`config.mk`:
```
export PLATFORM = sky130hd
export DESIGN_NAME = crc12fc_core
export DESIGN_NICKNAME = d
export VERILOG_FILES = /design/src/hw/rtl/crc12fc_pkg.sv /design/src/hw/rtl/crc12fc_core.sv
export VERILOG_INCLUDE_DIRS = /design/src /design/src/hw/rtl
export SDC_FILE = /design/constraint.sdc
export NUM_CORES = 1
export LEC_CHECK = 0
export ABC_AREA = 1
export BUFFER_PORTS_ARGS = -buffer_cell sky130_fd_sc_hd__buf_4
export CAP_MARGIN = 0
export CORE_MARGIN = 4
export CORE_UTILIZATION = 60
export DETAILED_ROUTE_END_ITERATION = 8
export PLACE_DENSITY = 0.81
export SYNTH_ARGS = -nofsm -noshare
export SYNTH_HDL_FRONTEND = slang
export SYNTH_SLANG_ARGS = --single-unit
```
`constraint.sdc`:
```
create_clock -name aclk -period 4.05 [get_ports aclk]
set_clock_uncertainty 0.1 [all_clocks]
set_input_delay 0.405 -clock aclk [delete_from_list [all_inputs] [get_ports aclk]]
set_output_delay 0.405 -clock aclk [all_outputs]
set_load 0.01 [all_outputs]
```
`src/hw/rtl/crc12_frame_checker_macros.svh`:
```
// ----------------------------------------------------------------------------
// crc12_frame_checker_macros.svh
// Assertion macros shared by the CRC-12 frame checker modules.
// ----------------------------------------------------------------------------
`ifndef CRC12_FRAME_CHECKER_MACROS_SVH
`define CRC12_FRAME_CHECKER_MACROS_SVH

// Check a property on every rising clock edge outside reset.
`define CRC12FC_ASSERT(label, clk, rst_n, prop, msg) \
    label: assert property (@(posedge clk) disable iff (!rst_n) (prop)) \
        else $error(msg);

// Check that the consequent holds in the cycle after the antecedent.
`define CRC12FC_ASSERT_NEXT(label, clk, rst_n, ante, cons, msg) \
    label: assert property (@(posedge clk) disable iff (!rst_n) (ante) |=> (cons)) \
        else $error(msg);

`endif

```
`src/hw/rtl/crc12fc_pkg.sv`:
```
// ----------------------------------------------------------------------------
// crc12fc_pkg
// Types, constants and the byte fold function of the CRC-12 frame checker.
// ----------------------------------------------------------------------------
package crc12fc_pkg;

    localparam int CRC_W     = 12;
    localparam int BYTE_W    = 8;
    localparam int S_TDATA_W = 8;
    localparam int M_TDATA_W = 16;
    localparam int M_TUSER_W = 2;

    localparam logic [CRC_W-1:0] CRC_POLY_RESET = 12'h80d;

    // Number of bytes held back from the fold.
    typedef enum logic [1:0] {
        HELD_NONE = 2'd0,
        HELD_ONE  = 2'd1,
        HELD_TWO  = 2'd2
    } held_count_t;

    typedef struct packed {
        logic [CRC_W-1:0] syndrome;
        logic             frame_ok;
        logic             short_frame;
    } crc12fc_result_t;

    // Fold one byte into the remainder, MSB first, eight shift steps.
    function automatic logic [CRC_W-1:0] crc_fold_byte(
        input logic [CRC_W-1:0]  rem,
        input logic [BYTE_W-1:0] b,
        input logic [CRC_W-1:0]  poly
    );
        logic [CRC_W-1:0] r;
        r = rem ^ {b, {(CRC_W-BYTE_W){1'b0}}};
        for (int k = 0; k < BYTE_W; k++) begin
            if (r[CRC_W-1]) begin
                r = {r[CRC_W-2:0], 1'b0} ^ poly;
            end else begin
                r = {r[CRC_W-2:0], 1'b0};
            end
        end
        return r;
    endfunction

endpackage

```
`src/hw/rtl/crc12fc_core.sv`:
```
// ----------------------------------------------------------------------------
// crc12fc_core
// Frame state: running remainder, two-byte hold and the end-of-frame check.
// ----------------------------------------------------------------------------
`include "crc12_frame_checker_macros.svh"

module crc12fc_core (
    input  logic                                aclk,
    input  logic                                aresetn,
    input  logic                                item_valid,
    input  logic [crc12fc_pkg::BYTE_W-1:0]      item_byte,
    input  logic                                item_last,
    input  logic [crc12fc_pkg::CRC_W-1:0]       poly,
    input  logic                                res_ready,
    output logic                                item_take,
    output logic                                res_load,
    output crc12fc_pkg::crc12fc_result_t        res
);
    import crc12fc_pkg::*;

    logic [CRC_W-1:0]  remainder_reg, remainder_next;
    logic [BYTE_W-1:0] held0_reg, held0_next;
    logic [BYTE_W-1:0] held1_reg, held1_next;
    held_count_t       held_count_reg, held_count_next;

    logic [CRC_W-1:0]  rem_upd;
    logic [BYTE_W-1:0] h0_upd, h1_upd;
    held_count_t       cnt_upd;
    logic [CRC_W-1:0]  code;

    // A last word needs room in the result register; others always go.
    assign item_take = item_valid && (!item_last || res_ready);
    assign res_load  = item_take && item_last;

    always_comb begin
        rem_upd = remainder_reg;
        h0_upd  = held0_reg;
        h1_upd  = held1_reg;
        cnt_upd = held_count_reg;
        case (held_count_reg)
            HELD_NONE: begin
                h0_upd  = item_byte;
                cnt_upd = HELD_ONE;
            end
            HELD_ONE: begin
                h1_upd  = item_byte;
                cnt_upd = HELD_TWO;
            end
            HELD_TWO: begin
                rem_upd = crc_fold_byte(remainder_reg, held0_reg, poly);
                h0_upd  = held1_reg;
                h1_upd  = item_byte;
            end
            default: begin
                cnt_upd = HELD_NONE;
            end
        endcase

        code = {h0_upd[CRC_W-BYTE_W-1:0], h1_upd};
        if (cnt_upd != HELD_TWO) begin
            res.syndrome    = '0;
            res.frame_ok    = 1'b0;
            res.short_frame = 1'b1;
        end else begin
            res.syndrome    = rem_upd ^ code;
            res.frame_ok    = (rem_upd == code);
            res.short_frame = 1'b0;
        end

        remainder_next  = remainder_reg;
        held0_next      = held0_reg;
        held1_next      = held1_reg;
        held_count_next = held_count_reg;
        if (item_take) begin
            if (item_last) begin
                // drop the frame state for the next frame
                remainder_next  = '0;
                held0_next      = '0;
                held1_next      = '0;
                held_count_next = HELD_NONE;
            end else begin
                remainder_next  = rem_upd;
                held0_next      = h0_upd;
                held1_next      = h1_upd;
                held_count_next = cnt_upd;
            end
        end
    end

    always_ff @(posedge aclk) begin
        if (!aresetn) begin
            remainder_reg  <= '0;
            held0_reg      <= '0;
            held1_reg      <= '0;
            held_count_reg <= HELD_NONE;
        end else begin
            remainder_reg  <= remainder_next;
            held0_reg      <= held0_next;
            held1_reg      <= held1_next;
            held_count_reg <= held_count_next;
        end
    end

    `CRC12FC_ASSERT_NEXT(a_clear_after_last, aclk, aresetn, res_load, remainder_reg == '0 && held_count_reg == HELD_NONE, "frame state not cleared after last word")
    `CRC12FC_ASSERT(a_short_result, aclk, aresetn, !res.short_frame || (res.syndrome == '0 && !res.frame_ok), "short frame result carries syndrome or ok")
    `CRC12FC_ASSERT(a_rem_zero_early, aclk, aresetn, held_count_reg == HELD_TWO || remainder_reg == '0, "remainder moved before any byte was folded")
    `CRC12FC_ASSERT(a_ok_matches, aclk, aresetn, !res.frame_ok || res.syndrome == '0, "ok flag with nonzero syndrome")

endmodule

```
After elaboration in Yosys (flattened, before gate mapping)
Cells that the tools add are included.
{"block": "word_totals", "register_bits": 30, "latchBits": 0, "mem_bits_rw": 0, "mem_bits_ro": 0, "inputBits": 25, "out_inout_bits": 16, "word_cells": 51, "mem_count": 0}
{"block": "classes", "addsub": 0, "mul": 0, "div_mod_pow": 0, "n_lt_le_gt_ge": 0, "n_eq_ne": 4, "n_shift": 0, "n_mux": 24, "bitwise": 10, "n_reduce_logical": 8}
{"op": "12-bit two-way mux", "count": 17}
{"op": "12-bit XOR", "count": 10}
{"op": "8-bit two-way mux", "count": 3}
{"op": "8-bit one-hot mux with 2 select lines", "count": 1}
{"op": "14-bit two-way mux", "count": 1}
{"op": "12-bit == test", "count": 1}
{"op": "2-bit one-hot mux with 3 select lines", "count": 1}
{"op": "3-bit nonzero test", "count": 1}
{"op": "2-bit by 1-bit == test with 1-bit output, second input constant", "count": 1}
{"op": "2-bit == test, second input constant", "count": 1}
{"op": "1-bit logical AND", "count": 2}
{"op": "2-bit logical NOT", "count": 1}
{"op": "2-bit two-way mux", "count": 1}
{"op": "2-bit inequality test, second input constant", "count": 1}
{"op": "2-bit AND reduction", "count": 1}
{"op": "2-bit OR reduction", "count": 1}
{"op": "1-bit logical NOT", "count": 1}
{"op": "1-bit logical OR", "count": 1}

Longest topological paths before layout
{"block": "depth", "depth_word": 27, "depth_mapped": 34, "ltp_nobuf": 33}

Worst setup path after synthesis
No wires, ideal clock.
{"block": "synth_path", "kind": "input to output", "from": "input poly[9] (netlist name)", "to": "output res[1] (netlist name)", "arrival_time_ns": 2.975, "path_slack_ns": 0.570, "cell_stages": 30, "path_buffers": 2, "cell_sequence": "buf_2 -> inv_1 -> o21ai_0 -> nand2_1 -> nand2_1 -> inv_1 -> nor2_2 -> inv_1 -> nand2_2 -> nand2_2 -> buf_6 -> o21ai_1 -> nand2_1 -> nand2_1 -> inv_2 -> nor2_4 -> inv_2 -> nand2_8 -> nand2_4 -> nor2_4 -> nand2_8 -> nand2_4 -> nor2_1 -> nand2_1 -> nand3_2 -> nand3b_1 -> nand2_1 -> nor2_1 -> nand2_1 -> nor2_1"}
{"item": "start: declaration", "line_no": "crc12fc_core.sv:13", "source": "input logic [crc12fc_pkg::CRC_W-1:0] poly,"}
{"item": "end: declaration", "line_no": "crc12fc_core.sv:17", "source": "output crc12fc_pkg::crc12fc_result_t res"}

==> results.yml <==
synth:
  synth_ff_type: "sky130_fd_sc_hd__dfxtp_1"
  synth.cell_area_um2: 3860
  yosys_register_bits: 30
  synth_seq_area_share: 0.155
  number_of_synthesized_flops_with_an_enable_pin: 0
  avg_inst_size_synth_um2: 5.60
  synth_warnings: 0
  async_flop_share: 0
  yosysUniqueCellTypes: 30
  netlist_instances: 690
  synth_nets: 718
min_path:
  holdCritPathClass: "flop to flop"
  hold_path_depth: 2
placed_design:
  gp_congestion: 0.892
  post-dp-hpwl_mm: 8.23
  place.port_buffers: 40
  placed_cell_area_um2: 4170
finish:
  number_of_nets_in_the_layout: 773
  largest_reg_flops: 12
  final_cell_mix: "sky130_fd_sc_hd__nand2_1, sky130_fd_sc_hd__inv_1, sky130_fd_sc_hd__nand3_1, sky130_fd_sc_hd__buf_4, sky130_fd_sc_hd__nor2_1"
  layout_commonest_cell: "sky130_fd_sc_hd__nand2_1"
  footprint_of_the_multi_input_gates_um2: 3290
  nFillCells: 394
  syn_to_final_growth_pct: 29.9
  post_route_cells_drive_above_1_share: 0.294
  fin_area_um2: 5020
  antenna-diode-count: 0
  area_of_all_sequential_standard_cells_um2: 612
sta:
  setup_ws_ns: -0.347
  fmaxAchievable_mhz: 227
  worstMarginPinSlew_ns: 1.22
  setup_repair_after_global_routing_missed_its_margin: "yes"
  setup_viol: 12
  post-route-min-period_ns: 4.40
  maxSlewHeadroom: 0.186
  final_min_period_over_clock_period: 1.09
  timing.hold.ws_ns: 0.370
  setup_tns_ns: -1.73
  timing.final.hold_violations: 0
  maxSlewViolCount: 0
route:
  ant_nets: 0
  via_count: 4946
  via_per_inst: 6.02
  drt_drc_violations_left: 0
  drt-pass1-iter-count: 6
  drt_wl_total_mm: 13.9
  route.detailed.wl_per_inst_um: 16.9
  drt_iter0_drc: 671
clocking:
  numClockSinks: 30
  cts_inserted_buffers: 5
  cts.htree.levels: 2
  clk_path_buf_depth: 2
  cts_hold_buf: 0
  cts_tree: "done"
  clk_root_buffer_cell: "sky130_fd_sc_hd__clkbuf_8"
  path_clk_slew_ns: 0.07
  clk-insertion-delay-late_ns: 0.29
die:
  dieArea_um2: 7790
  dieWidth_um: 88.3
  start_util: 0.634
  die_height_um: 88.3
  placement_rows: 28
  coreArea_um2: 6100
  top_level_ports: 41
worst_setup_path:
  cp_data_required_time_ns: 3.54
  ff2ff_path_depth: 27
  critical_path_arrival_ns: 3.89
  critical_path.endpoint_type: "primary output"
  path_max_fanout: 8
  critPathMaxStageDelay_ns: 0.36
  path_common_cell: "sky130_fd_sc_hd__nand2_1"
  timing_worst_setup_path_type: "flop to primary output"
  timing.critical_path.slowest_stage_cell: "sky130_fd_sc_hd__dfxtp_4"
  critical_path.startpoint_type: "flop"
global_routing:
  grt_first_pass_wirelength_mm: 18.6
  pin_count_of_the_biggest_net_entering_global_routing: 31
  grt-ovfl-total: 0
  grt_pass1_vias: 4162
  grt_antenna_before_repair: 0
  grt_use_total: 0.302
outcome:
  run_status: "finished with violations"
  failed_checks: "negative setup slack"
run:
  max_capacitance_violation_count: 0
power_and_ir_drop:
  cellLeakagePower_uw: 0.00229
  power.density_nw_per_um2: 310
  highest_ir_drop_seen_on_vdd_mv: 0.293
cells by family (layout without fill, tap and decap cells):
family	count (synthesis)	in the layout	synth area share
xor+xnor	54	54	0.122
compound gates	69	69	0.0958
flops	30	30	0.155
simple gates	415	419	0.493
buf+inv	119	171	0.123
fa+ha+maj	3	3	0.00971
per-stage QoR:
step                worst slack (ns)  power [µW]   util  instances
floorplan                      0.570         874      -        690
global placement              0.0554         994  0.684        781
detailed placement          -0.00721        1010  0.684        781
CTS                          -0.0273        1330  0.736        805
global route                  -0.597        1630  0.823        821
finish                        -0.347        1560  0.823        821
per-layer routing:
layer	track usage	up-vias	routed length (µm)
li1	-	2255	-
met3	0.0484	123	1300
met5	0	-	0
met1	0.363	2205	5240
met2	0.536	363	6490
met4	0.115	0	866
final cells by class:
type / count / share of cell area
clock inverter: 1 / 0.000997
inverter: 88 / 0.0678
tap: 75 / 0.0187
clock buffer: 7 / 0.0172
sequential: 30 / 0.122
multi-input combinational: 545 / 0.655
timing repair buffer: 75 / 0.119
worst max-delay path, delay by kind of cell, from the launching register on:
kind / cells / cell delay, ns
buffers and inverters: 6 / 0.55
AO/OA/AOI/OAI: 2 / 0.23
flip-flops: 1 / 0.36
AND/OR/NAND/NOR: 25 / 2.45
cell usage after synthesis (9+ instances only):
cell type	instances	area (µm²)
sky130_fd_sc_hd__a21oi_1	32	160
sky130_fd_sc_hd__clkbuf_1	19	71.3
sky130_fd_sc_hd__dfxtp_1	30	601
sky130_fd_sc_hd__inv_1	79	297
sky130_fd_sc_hd__nand2_1	226	848
sky130_fd_sc_hd__nand2_2	9	56.3
sky130_fd_sc_hd__nand3_1	88	440
sky130_fd_sc_hd__nor2_1	55	206
sky130_fd_sc_hd__o21ai_0	24	120
sky130_fd_sc_hd__xnor2_1	32	280
sky130_fd_sc_hd__xor2_1	22	193
repair_timing:
action / 4_1_cts / 5_1_grt
gates resized for setup: 26 / 100
pin swaps: 14 / 50
gates cloned: 2 / 2
setup buffers: 14 / 14
endpoints found under the setup margin: 5 / 13
power by group:
part | total (µW) | internal, µW | switching [µW] | leakage, µW
combinational | 996 | 359 | 637 | 0.00199
sequential | 304 | 299 | 4.75 | 0.000246
clock | 256 | 137 | 119 | 0.0000482
total | 1560 | 796 | 761 | 0.00229
final timing paths:
| kind | slack [ns] | end | from |
|---|---|---|---|
| hold reg to reg | 0.37 | held_count_reg[0] | held_count_reg[0] |
| setup / recovery | -0.35 | res[1] | remainder_reg[11] |
| hold / removal | 0.37 | held_count_reg[0] | held_count_reg[0] |
| setup reg to reg | 0.48 | remainder_reg[10] | remainder_reg[11] |
Note: power is estimated with default switching activity, not from simulation.
